**src/sv/line_follow_pid_steer_macros.svh**
```systemverilog
// Assertion macros shared by the line follower steering RTL.
// Every macro samples on clk and is disabled while rst_n is low.
`ifndef LINE_FOLLOW_PID_STEER_MACROS_SVH
`define LINE_FOLLOW_PID_STEER_MACROS_SVH

// Checks that cons holds in the same cycle whenever ante holds.
`define LFPS_ASSERT_SAME(label, ante, cons, msg) \
    label: assert property (@(posedge clk) disable iff (!rst_n) (ante) |-> (cons)) \
        else $error(msg);

// Checks that cons holds in the cycle after ante holds.
`define LFPS_ASSERT_NEXT(label, ante, cons, msg) \
    label: assert property (@(posedge clk) disable iff (!rst_n) (ante) |=> (cons)) \
        else $error(msg);

`endif

```
**src/sv/lfps_pkg.sv**
```systemverilog
// Types, constants and helper functions for the line follower steering block.
// Used by every module of the block; depends on nothing else.
`default_nettype none

package lfps_pkg;

    // Configuration register indexes.
    localparam logic [2:0] REG_GAIN_P        = 3'd0;
    localparam logic [2:0] REG_GAIN_I        = 3'd1;
    localparam logic [2:0] REG_GAIN_D        = 3'd2;
    localparam logic [2:0] REG_TARGET        = 3'd3;
    localparam logic [2:0] REG_BASE_POWER    = 3'd4;
    localparam logic [2:0] REG_OBSTACLE_THR  = 3'd5;

    localparam int CFG_INDEX_W = 3;
    localparam int CFG_DATA_W  = 18;

    // Limits used by the controller.
    localparam logic signed [24:0] SUM_LIMIT   = 25'sd8388607;
    localparam logic signed [11:0] FAR_DIST_S  = 12'sd400;
    localparam logic [8:0]         FAR_DIST    = 9'd400;
    localparam logic signed [28:0] POWER_LIMIT = 29'sd100;

    // Configuration registers.
    typedef struct packed {
        logic [17:0]        gain_p;
        logic [17:0]        gain_i;
        logic [17:0]        gain_d;
        logic [6:0]         target_reflection;
        logic signed [7:0]  base_power;
        logic [8:0]         obstacle_threshold;
    } cfg_t;

    localparam cfg_t CFG_RESET = '{
        gain_p:             18'd32768,
        gain_i:             18'd197,
        gain_d:             18'd524,
        target_reflection:  7'd52,
        base_power:         8'sd50,
        obstacle_threshold: 9'd150
    };

    // One classified request, passed from the front end to the back end.
    typedef struct packed {
        logic signed [7:0]  err;
        logic signed [23:0] sum;
        logic signed [8:0]  derr;
        logic               obstacle;
        logic               stop;
    } entry_t;

    // Divides a Q16 power by 65536 with truncation toward zero, then
    // saturates it to the wheel power range.
    function automatic logic signed [7:0] to_power(input logic signed [44:0] x);
        logic               adj;
        logic signed [28:0] q;
        logic signed [7:0]  p;
        adj = x[44] && (x[15:0] != 16'd0);
        q = $signed(x[44:16]) + $signed({28'd0, adj});
        if (q > POWER_LIMIT)
        begin
            p = 8'(POWER_LIMIT);
        end
        else if (q < -POWER_LIMIT)
        begin
            p = 8'(-POWER_LIMIT);
        end
        else
        begin
            p = q[7:0];
        end
        return p;
    endfunction

endpackage

`default_nettype wire

```
**src/sv/lfps_front.sv**
```systemverilog
// Front end: accepts sensor requests, classifies them and keeps the PID state.
// Depends on lfps_pkg.
`default_nettype none

module lfps_front
    import lfps_pkg::*;
(
    input  wire logic               clk,
    input  wire logic               rst_n,
    input  wire cfg_t               cfg,
    input  wire logic               in_valid,
    output logic                    in_stall,
    input  wire logic [6:0]         reflection,
    input  wire logic signed [11:0] distance,
    input  wire logic [9:0]         red,
    input  wire logic [9:0]         green,
    input  wire logic [9:0]         blue,
    input  wire logic               queue_full,
    output logic                    push,
    output entry_t                  push_entry,
    output logic                    halted
);

    logic signed [23:0] error_sum_reg;
    logic signed [23:0] error_sum_next;
    logic signed [7:0]  last_error_reg;
    logic signed [7:0]  last_error_next;
    logic               halted_reg;
    logic               halted_next;

    logic signed [7:0]  err;
    logic signed [24:0] sum_wide;
    logic signed [23:0] sum_sat;
    logic signed [8:0]  derr;
    logic [8:0]         dist_clamped;
    logic [12:0]        blue_x5;
    logic [12:0]        rgb_x2;
    logic [11:0]        rgb_total;
    logic               blue_hit;

    // A request is taken whenever the queue has room.
    assign in_stall = queue_full;
    assign push     = in_valid && !queue_full;
    assign halted   = halted_reg;

    // Error, saturated integral and difference to the previous error.
    always_comb
    begin
        err      = $signed({1'b0, reflection}) - $signed({1'b0, cfg.target_reflection});
        sum_wide = 25'(error_sum_reg) + 25'(err);
        if (sum_wide > SUM_LIMIT)
        begin
            sum_sat = 24'(SUM_LIMIT);
        end
        else if (sum_wide < -SUM_LIMIT)
        begin
            sum_sat = 24'(-SUM_LIMIT);
        end
        else
        begin
            sum_sat = sum_wide[23:0];
        end
        derr = 9'(err) - 9'(last_error_reg);
    end

    // Distance clamp and the blue ratio test.
    always_comb
    begin
        if (distance <= 12'sd0 || distance > FAR_DIST_S)
        begin
            dist_clamped = FAR_DIST;
        end
        else
        begin
            dist_clamped = distance[8:0];
        end
        blue_x5   = {1'b0, blue, 2'b00} + {3'b000, blue};
        rgb_total = {2'b00, red} + {2'b00, green} + {2'b00, blue};
        rgb_x2    = {rgb_total, 1'b0};
        blue_hit  = blue_x5 > rgb_x2;
    end

    // The PID state freezes once the stop latch is set.
    always_comb
    begin
        error_sum_next  = error_sum_reg;
        last_error_next = last_error_reg;
        halted_next     = halted_reg;
        if (push && !halted_reg)
        begin
            error_sum_next  = sum_sat;
            last_error_next = err;
            halted_next     = blue_hit;
        end
    end

    always_comb
    begin
        push_entry.err      = err;
        push_entry.sum      = sum_sat;
        push_entry.derr     = derr;
        push_entry.obstacle = dist_clamped < cfg.obstacle_threshold;
        push_entry.stop     = halted_reg || blue_hit;
    end

    always_ff @(posedge clk or negedge rst_n)
    begin
        if (!rst_n)
        begin
            error_sum_reg  <= '0;
            last_error_reg <= '0;
            halted_reg     <= 1'b0;
        end
        else
        begin
            error_sum_reg  <= error_sum_next;
            last_error_reg <= last_error_next;
            halted_reg     <= halted_next;
        end
    end

endmodule

`default_nettype wire

```
**src/sv/lfps_queue.sv**
```systemverilog
// Short queue of classified requests between the front end and the back end.
// Depends on lfps_pkg for the entry type.
`default_nettype none

module lfps_queue
    import lfps_pkg::*;
#(
    parameter int DEPTH = 4
)
(
    input  wire logic   clk,
    input  wire logic   rst_n,
    input  wire logic   push,
    input  wire entry_t push_entry,
    input  wire logic   pop,
    output logic        full,
    output logic        not_empty,
    output entry_t      head
);

    localparam int AW = (DEPTH > 1) ? $clog2(DEPTH) : 1;
    localparam int CW = $clog2(DEPTH + 1);

    entry_t          mem_reg [DEPTH];
    logic [AW-1:0]   wr_ptr_reg;
    logic [AW-1:0]   wr_ptr_next;
    logic [AW-1:0]   rd_ptr_reg;
    logic [AW-1:0]   rd_ptr_next;
    logic [CW-1:0]   count_reg;
    logic [CW-1:0]   count_next;

    assign full      = count_reg == CW'(DEPTH);
    assign not_empty = count_reg != '0;
    assign head      = mem_reg[rd_ptr_reg];

    // Pointer wrap and occupancy.
    always_comb
    begin
        wr_ptr_next = wr_ptr_reg;
        rd_ptr_next = rd_ptr_reg;
        count_next  = count_reg;
        if (push)
        begin
            wr_ptr_next = (wr_ptr_reg == AW'(DEPTH - 1)) ? '0 : wr_ptr_reg + 1'b1;
        end
        if (pop)
        begin
            rd_ptr_next = (rd_ptr_reg == AW'(DEPTH - 1)) ? '0 : rd_ptr_reg + 1'b1;
        end
        if (push && !pop)
        begin
            count_next = count_reg + 1'b1;
        end
        else if (pop && !push)
        begin
            count_next = count_reg - 1'b1;
        end
    end

    always_ff @(posedge clk or negedge rst_n)
    begin
        if (!rst_n)
        begin
            wr_ptr_reg <= '0;
            rd_ptr_reg <= '0;
            count_reg  <= '0;
        end
        else
        begin
            wr_ptr_reg <= wr_ptr_next;
            rd_ptr_reg <= rd_ptr_next;
            count_reg  <= count_next;
        end
    end

    // Entry storage.
    always_ff @(posedge clk)
    begin
        if (push)
        begin
            mem_reg[wr_ptr_reg] <= push_entry;
        end
    end

endmodule

`default_nettype wire

```
**src/sv/lfps_back.sv**
```systemverilog
// Back end: PID products, turn sum, wheel powers and the output register.
// Depends on lfps_pkg.
`default_nettype none

module lfps_back
    import lfps_pkg::*;
(
    input  wire logic      clk,
    input  wire logic      rst_n,
    input  wire cfg_t      cfg,
    input  wire logic      q_valid,
    input  wire entry_t    q_entry,
    output logic           pop,
    output logic           out_valid,
    input  wire logic      out_stall,
    output logic signed [7:0] left_power,
    output logic signed [7:0] right_power,
    output logic           obstacle_seen,
    output logic           blue_stop
);

    // Multiply stage.
    logic               m_valid_reg;
    logic signed [26:0] p_prod_reg;
    logic signed [42:0] i_prod_reg;
    logic signed [27:0] d_prod_reg;
    logic               m_obst_reg;
    logic               m_stop_reg;

    // Turn stage.
    logic               t_valid_reg;
    logic signed [43:0] turn_reg;
    logic               t_obst_reg;
    logic               t_stop_reg;

    // Output stage.
    logic               out_valid_reg;
    logic signed [7:0]  left_reg;
    logic signed [7:0]  right_reg;
    logic               obst_reg;
    logic               stop_reg;

    logic               out_ready;
    logic               t_ready;
    logic               m_ready;
    logic signed [18:0] gp_s;
    logic signed [18:0] gi_s;
    logic signed [18:0] gd_s;
    logic signed [26:0] p_prod_next;
    logic signed [42:0] i_prod_next;
    logic signed [27:0] d_prod_next;
    logic signed [43:0] turn_next;
    logic signed [44:0] base_q;
    logic signed [44:0] left_q;
    logic signed [44:0] right_q;
    logic signed [7:0]  left_next;
    logic signed [7:0]  right_next;

    // Each stage moves on when the stage after it is empty or moving.
    assign out_ready = !out_valid_reg || !out_stall;
    assign t_ready   = !t_valid_reg || out_ready;
    assign m_ready   = !m_valid_reg || t_ready;
    assign pop       = q_valid && m_ready;

    // Gain products; the gains are unsigned Q16.
    assign gp_s        = $signed({1'b0, cfg.gain_p});
    assign gi_s        = $signed({1'b0, cfg.gain_i});
    assign gd_s        = $signed({1'b0, cfg.gain_d});
    assign p_prod_next = 27'(gp_s) * 27'(q_entry.err);
    assign i_prod_next = 43'(gi_s) * 43'(q_entry.sum);
    assign d_prod_next = 28'(gd_s) * 28'(q_entry.derr);

    // Turn is the sum of the three products.
    assign turn_next = 44'(p_prod_reg) + 44'(i_prod_reg) + 44'(d_prod_reg);

    // Wheel powers from the base power and the turn.
    always_comb
    begin
        base_q  = {{21{cfg.base_power[7]}}, cfg.base_power, 16'd0};
        left_q  = base_q - 45'(turn_reg);
        right_q = base_q + 45'(turn_reg);
        if (t_stop_reg)
        begin
            left_next  = '0;
            right_next = '0;
        end
        else
        begin
            left_next  = to_power(left_q);
            right_next = to_power(right_q);
        end
    end

    always_ff @(posedge clk or negedge rst_n)
    begin
        if (!rst_n)
        begin
            m_valid_reg   <= 1'b0;
            t_valid_reg   <= 1'b0;
            out_valid_reg <= 1'b0;
        end
        else
        begin
            if (m_ready)
            begin
                m_valid_reg <= q_valid;
            end
            if (t_ready)
            begin
                t_valid_reg <= m_valid_reg;
            end
            if (out_ready)
            begin
                out_valid_reg <= t_valid_reg;
            end
        end
    end

    // Stage payloads load only when their stage advances.
    always_ff @(posedge clk)
    begin
        if (pop)
        begin
            p_prod_reg <= p_prod_next;
            i_prod_reg <= i_prod_next;
            d_prod_reg <= d_prod_next;
            m_obst_reg <= q_entry.obstacle;
            m_stop_reg <= q_entry.stop;
        end
        if (t_ready && m_valid_reg)
        begin
            turn_reg   <= turn_next;
            t_obst_reg <= m_obst_reg;
            t_stop_reg <= m_stop_reg;
        end
        if (out_ready && t_valid_reg)
        begin
            left_reg  <= left_next;
            right_reg <= right_next;
            obst_reg  <= t_obst_reg;
            stop_reg  <= t_stop_reg;
        end
    end

    assign out_valid     = out_valid_reg;
    assign left_power    = left_reg;
    assign right_power   = right_reg;
    assign obstacle_seen = obst_reg;
    assign blue_stop     = stop_reg;

endmodule

`default_nettype wire

```
**src/sv/line_follow_pid_steer.sv**
```systemverilog
// PID steering for a line-following differential drive.
// Input channel: in_valid / in_stall with one sensor sample per request
// (reflection, distance, red, green, blue). Output channel: out_valid /
// out_stall with one result per request (left_power, right_power,
// obstacle_seen, blue_stop). A request is taken at a clock edge where valid
// is high and stall is low.
// Throughput: one request per cycle while in_stall is low. The front end
// updates the integral, previous error and stop latch in the cycle a request
// is taken (until the stop latch is set), so requests may follow each other
// directly. The result passes the queue, then a multiply stage, a turn-sum
// stage and the power/saturation stage that loads the output register.
// When the receiver stalls, the back-end stages and then the queue fill;
// in_stall rises only when the queue is full. A stalled result holds.
// Reset clears the PID state and stop latch, empties all stages and loads
// the default gains, set point, base power and obstacle threshold.
// Configuration is written through cfg_write / cfg_index / cfg_data; it is up
// to the user to write it only while no request is in flight (the block has no check for this).
// Depends on lfps_pkg, lfps_front, lfps_queue, lfps_back and the macro header.
`default_nettype none
`include "line_follow_pid_steer_macros.svh"

module line_follow_pid_steer
    import lfps_pkg::*;
#(
    parameter int QUEUE_DEPTH = 4
)
(
    input  wire logic                   clk,
    input  wire logic                   rst_n,
    input  wire logic                   cfg_write,
    input  wire logic [CFG_INDEX_W-1:0] cfg_index,
    input  wire logic [CFG_DATA_W-1:0]  cfg_data,
    input  wire logic                   in_valid,
    output logic                        in_stall,
    input  wire logic [6:0]             reflection,
    input  wire logic signed [11:0]     distance,
    input  wire logic [9:0]             red,
    input  wire logic [9:0]             green,
    input  wire logic [9:0]             blue,
    output logic                        out_valid,
    input  wire logic                   out_stall,
    output logic signed [7:0]           left_power,
    output logic signed [7:0]           right_power,
    output logic                        obstacle_seen,
    output logic                        blue_stop
);

    cfg_t   cfg_reg;
    cfg_t   cfg_next;
    logic   q_full;
    logic   q_push;
    logic   q_pop;
    logic   q_valid;
    entry_t q_in;
    entry_t q_head;
    logic   halted;

    // Configuration register file.
    always_comb
    begin
        cfg_next = cfg_reg;
        if (cfg_write)
        begin
            case (cfg_index)
                REG_GAIN_P:       cfg_next.gain_p             = cfg_data[17:0];
                REG_GAIN_I:       cfg_next.gain_i             = cfg_data[17:0];
                REG_GAIN_D:       cfg_next.gain_d             = cfg_data[17:0];
                REG_TARGET:       cfg_next.target_reflection  = cfg_data[6:0];
                REG_BASE_POWER:   cfg_next.base_power         = $signed(cfg_data[7:0]);
                REG_OBSTACLE_THR: cfg_next.obstacle_threshold = cfg_data[8:0];
                default:          cfg_next = cfg_reg;
            endcase
        end
    end

    always_ff @(posedge clk or negedge rst_n)
    begin
        if (!rst_n)
        begin
            cfg_reg <= CFG_RESET;
        end
        else
        begin
            cfg_reg <= cfg_next;
        end
    end

    lfps_front u_front (
        .clk        (clk),
        .rst_n      (rst_n),
        .cfg        (cfg_reg),
        .in_valid   (in_valid),
        .in_stall   (in_stall),
        .reflection (reflection),
        .distance   (distance),
        .red        (red),
        .green      (green),
        .blue       (blue),
        .queue_full (q_full),
        .push       (q_push),
        .push_entry (q_in),
        .halted     (halted)
    );

    lfps_queue #(
        .DEPTH (QUEUE_DEPTH)
    ) u_queue (
        .clk        (clk),
        .rst_n      (rst_n),
        .push       (q_push),
        .push_entry (q_in),
        .pop        (q_pop),
        .full       (q_full),
        .not_empty  (q_valid),
        .head       (q_head)
    );

    lfps_back u_back (
        .clk           (clk),
        .rst_n         (rst_n),
        .cfg           (cfg_reg),
        .q_valid       (q_valid),
        .q_entry       (q_head),
        .pop           (q_pop),
        .out_valid     (out_valid),
        .out_stall     (out_stall),
        .left_power    (left_power),
        .right_power   (right_power),
        .obstacle_seen (obstacle_seen),
        .blue_stop     (blue_stop)
    );

    // Once the stop latch is set it stays set until reset.
    `LFPS_ASSERT_NEXT(a_halt_sticky, halted, halted, "stop latch cleared without reset")

    // A stopped result never drives the wheels.
    `LFPS_ASSERT_SAME(a_stop_zero, out_valid && blue_stop,
        left_power == 8'sd0 && right_power == 8'sd0, "wheel power while stopped")

    // Wheel powers stay inside the saturation range.
    `LFPS_ASSERT_SAME(a_power_range, out_valid,
        left_power <= 8'(POWER_LIMIT) && left_power >= 8'(-POWER_LIMIT) &&
        right_power <= 8'(POWER_LIMIT) && right_power >= 8'(-POWER_LIMIT),
        "wheel power outside saturation range")

endmodule

`default_nettype wire
```
**config.mk**
```make
export PLATFORM = sky130hd
export DESIGN_NAME = line_follow_pid_steer
export DESIGN_NICKNAME = d
export VERILOG_FILES = /design/src/sv/lfps_pkg.sv /design/src/sv/lfps_front.sv /design/src/sv/lfps_queue.sv /design/src/sv/lfps_back.sv /design/src/sv/line_follow_pid_steer.sv
export VERILOG_INCLUDE_DIRS = /design/src /design/src/sv
export SDC_FILE = /design/constraint.sdc
export NUM_CORES = 2
export LEC_CHECK = 0
export BUFFER_PORTS_ARGS = -buffer_cell sky130_fd_sc_hd__clkbuf_2
export CORE_ASPECT_RATIO = 0.75
export CORE_MARGIN = 2
export CORE_UTILIZATION = 48
export CTS_CLUSTER_DIAMETER = 60
export DETAILED_ROUTE_END_ITERATION = 10
export GPL_ROUTABILITY_DRIVEN = 0
export SYNTH_ARGS = -nofsm -noshare
export SYNTH_HDL_FRONTEND = slang
export SYNTH_SLANG_ARGS = --single-unit
```
**constraint.sdc**
```tcl
create_clock -name clk -period 9.55 [get_ports clk]
set_clock_uncertainty 0.15 [all_clocks]
set_input_delay 0.955 -clock clk [delete_from_list [all_inputs] [get_ports clk]]
set_output_delay 0.955 -clock clk [all_outputs]
set_load 0.02 [all_outputs]
```
==> key figures <==
Layout
  – Post-layout nets: ~6600
  – Area of the multi-input gates: between 30000 and 40000 µm²
  – Most frequent cells in the layout: 923 x inv_1, 691 x fa_1, 500 x nand2_1, 442 x ha_1, 419 x and2_1
  – Layout cells sized above 1: slightly below 8%
  – Register area: 13140 µm²
  – Commonest non-fill, non-tap cell in the layout: inv_1
  – Max FFs per register: 172
  – Area Overhead vs Synth: 6.753%
  – Fillers: 10080

Timing
  – Slew Viols, Final: 0
  – Final Hold Viols: 0
  – Rel. slew slack: roughly 16%
  – Setup TNS Final: 0 ns
  – Actual slew at the worst max-slew pin: approximately 1.3 ns
  – Unrepaired setup endpoints after global routing: false
  – Fmax: around 120 MHz
  – Final Cycle Share: 89.89%
  – Final setup viols: 0
  – Final Critical Period: roughly 8.6 ns

Route
  – Final ANT Viol Nets: 0
  – Via Count: around 37000
  – DR iter-0 viols: ~2600
  – Vias per cell: between 5 and 6
  – Remaining DRCs: 0
  – DRT Wirelength: 131.7 mm
  – DRT Pass-1 Iters: 5
  – WL per Instance: about 19 µm

Floorplan
  – Core ar.: approximately 110000 µm²
  – Die Width: roughly 400 µm
  – Num rows: ~110
  – Starting Density: ~48%
  – Die height: between 200 and 300 µm
  – I/O pin cnt: 95
  – Die footprint: 114500 µm²

Worst setup path
  – Worst R2R Setup Slack: about 0.97 ns
  – Critical path fanouts, max: 25
  – CP required: around 9.8 ns
  – Worst r2r dst: u_back.d_prod_reg[26]
  – CP max stage cell: dfrtp_2
  – Critical Path Max Stage Delay: approximately 0.88 ns
  – Critical path capture point type: register
  – Critical path class: reg -> reg
  – RR Startpoint: u_queue.rd_ptr_reg[0]
  – Critical path cell sequence: buf_12, mux4_2, nand2b_1, fa_1, fa_1, inv_1, fa_1, fa_1, fa_1, ha_1, inv_1, o21bai_1, a21oi_1, nor2b_1, o21a_1, o31a_1, o41ai_1, o21ai_0, o41ai_1, o21ai_0, or4_1, o311ai_0, xnor2_1
  – Most frequent CP cell: fa_1
  – CP startpoint kind: register
  – FF-to-FF path depth: 23
  – Arr. time, crit path: just under 9 ns

Clock tree
  – CTS root buffer: clkbuf_16
  – Clock Sinks: 457
  – Clk slew on worst S/H paths: roughly 0.06 ns
  – Hold-fix buffers, CTS: 0
  – Clk buf depth: 3
  – CTS tree: done
  – H-tree Lvls: 2
  – Post-CTS Setup Bufs: 0
  – # resized after CTS: 0
  – Clock buffer count from CTS: 51
  – Worst-Skew Late Latency: 0.61 ns

Global route
  – GR Util met3: ~3.7%
  – Pin count of the biggest net entering global routing: 70
  – Global Route Usage Sum: a little under a quarter
  – Antenna violations before repair: 11
  – GR Util met1: between 30% and 40%
  – First-pass GRT wire length: between 200 and 250 mm
  – Vias in the first global route: approximately 38000
  – Global-route met2 utilization: between 30 and 40%
  – Global routing's busiest layer: met1
  – GR Overflow Total: 0

Run status
  – Outcome: finished, final reports clean

Placement
  – Detail Placement HPWL: roughly 100 mm
  – Number of port buffers: 94

Synthesis
  – Post-synthesis cell area: roughly 54000 µm²
  – Seq/Total Area, Yosys: between 20 and 25%
  – Async S/R FF share, synth: about a quarter
  – Yosys warns: 0
  – Cell taking the most area after synthesis: fa_1
  – Avg Synthesized Cell Area: approximately 10 µm²
  – Post-synthesis net count: 6534
  – Largest cells by area after synthesis: fa_1 26%, edfxtp_1 19%, ha_1 10%
  – Post-Synthesis Cells: around 5300
  – Top cell type's share of synthesized area: between 20% and 30%
  – Yosys cell types: approximately 100
  – Yosys reg bits: 457
  – Post-synth EDFFs: approximately 340
  – Dominant synthesized flop cell: edfxtp_1

Min path
  – Worst hold path type: in -> async

Flow run
  – Max Cap Violations: 0
-- worst max-delay path by stage --
stage / from / to / cells after the start / slack, ns
global route: u_queue.rd_ptr_reg[0] / u_back.d_prod_reg[26] / 23 / 0.36
finish: u_queue.rd_ptr_reg[0] / u_back.d_prod_reg[26] / 23 / 0.97
detailed placement: u_queue.rd_ptr_reg[0] / u_back.d_prod_reg[26] / 23 / 0.92
floorplan: u_queue.rd_ptr_reg[0] / u_back.i_prod_reg[36] / 29 / 1.27
global placement: u_queue.rd_ptr_reg[0] / u_back.d_prod_reg[26] / 23 / 1.08
CTS: u_queue.rd_ptr_reg[0] / u_back.d_prod_reg[26] / 23 / 0.95
-- layout make-up --
type	count	share of cell area (%)
repair buffers	133	1.365
well taps	1458	3.185
diodes	1	0.004369
inverters	926	6.072
flip-flops and latches	457	22.95
clock inverters	37	0.5395
clock buffers	58	2.274
multi-input cells	3774	63.61
-- stage by stage --
step                      instance area, µm²  util, %  setup WS [ns]  hold WS [ns]  cells
after floorplan                        53660        -          1.275        0.2503   5326
after global placement                 55670    50.09          1.081        0.2536   6748
after detailed placement               55670    50.09         0.9232        0.2706   6748
after CTS                              57280    51.54         0.9472        0.1661   6843
after global routing                   57280    51.54         0.3642        0.1978   6843
final                                  57280    51.54         0.9655        0.1809   6844
-- Yosys cell counts, types with 81 or more instances --
master    count
and2_1      424
nor2_1      178
inv_1       924
fa_1        691
a21o_1       81
mux2_2       87
ha_1        442
clkbuf_1    127
dfrtp_1     103
o21ai_0     121
edfxtp_1    336
xnor2_1     168
nand2_1     500
a21oi_1     187
-- critical path, delay by kind of cell, from the launching register on --
| kind | cells | cell delay, ns |
|---|---|---|
| AOI/OAI and AO/OA | 9 | 2.44 |
| and+or+nand+nor | 3 | 0.71 |
| adders and majority gates | 6 | 2.81 |
| DFF | 1 | 0.88 |
| muxes | 1 | 0.76 |
| buffers and inverters | 3 | 0.43 |
| xor gates and xnor gates | 1 | 0.10 |
-- kinds of logic after synthesis --
logic type / Yosys count / share of synthesized area (%)
AOI/OAI and AO/OA: 714 / 8.891
xor gates and xnor gates: 236 / 3.852
muxes: 137 / 3.764
buffers and inverters: 1095 / 7.737
DFF: 457 / 24.49
and+or+nand+nor: 1533 / 14.79
adders and majority gates: 1154 / 36.48
-- per-layer routing --
| metal | vias up | part of all wire, % |
|---|---|---|
| met3 | 109 | 6.3 |
| li1 | 17480 | - |
| met4 | 0 | 1.5 |
| met5 | - | 0 |
| met2 | 903 | 43 |
| met1 | 18480 | 50 |
Power is not shown: default switching activity piles up to over one toggle a cycle in this logic, so the estimate is an artifact.
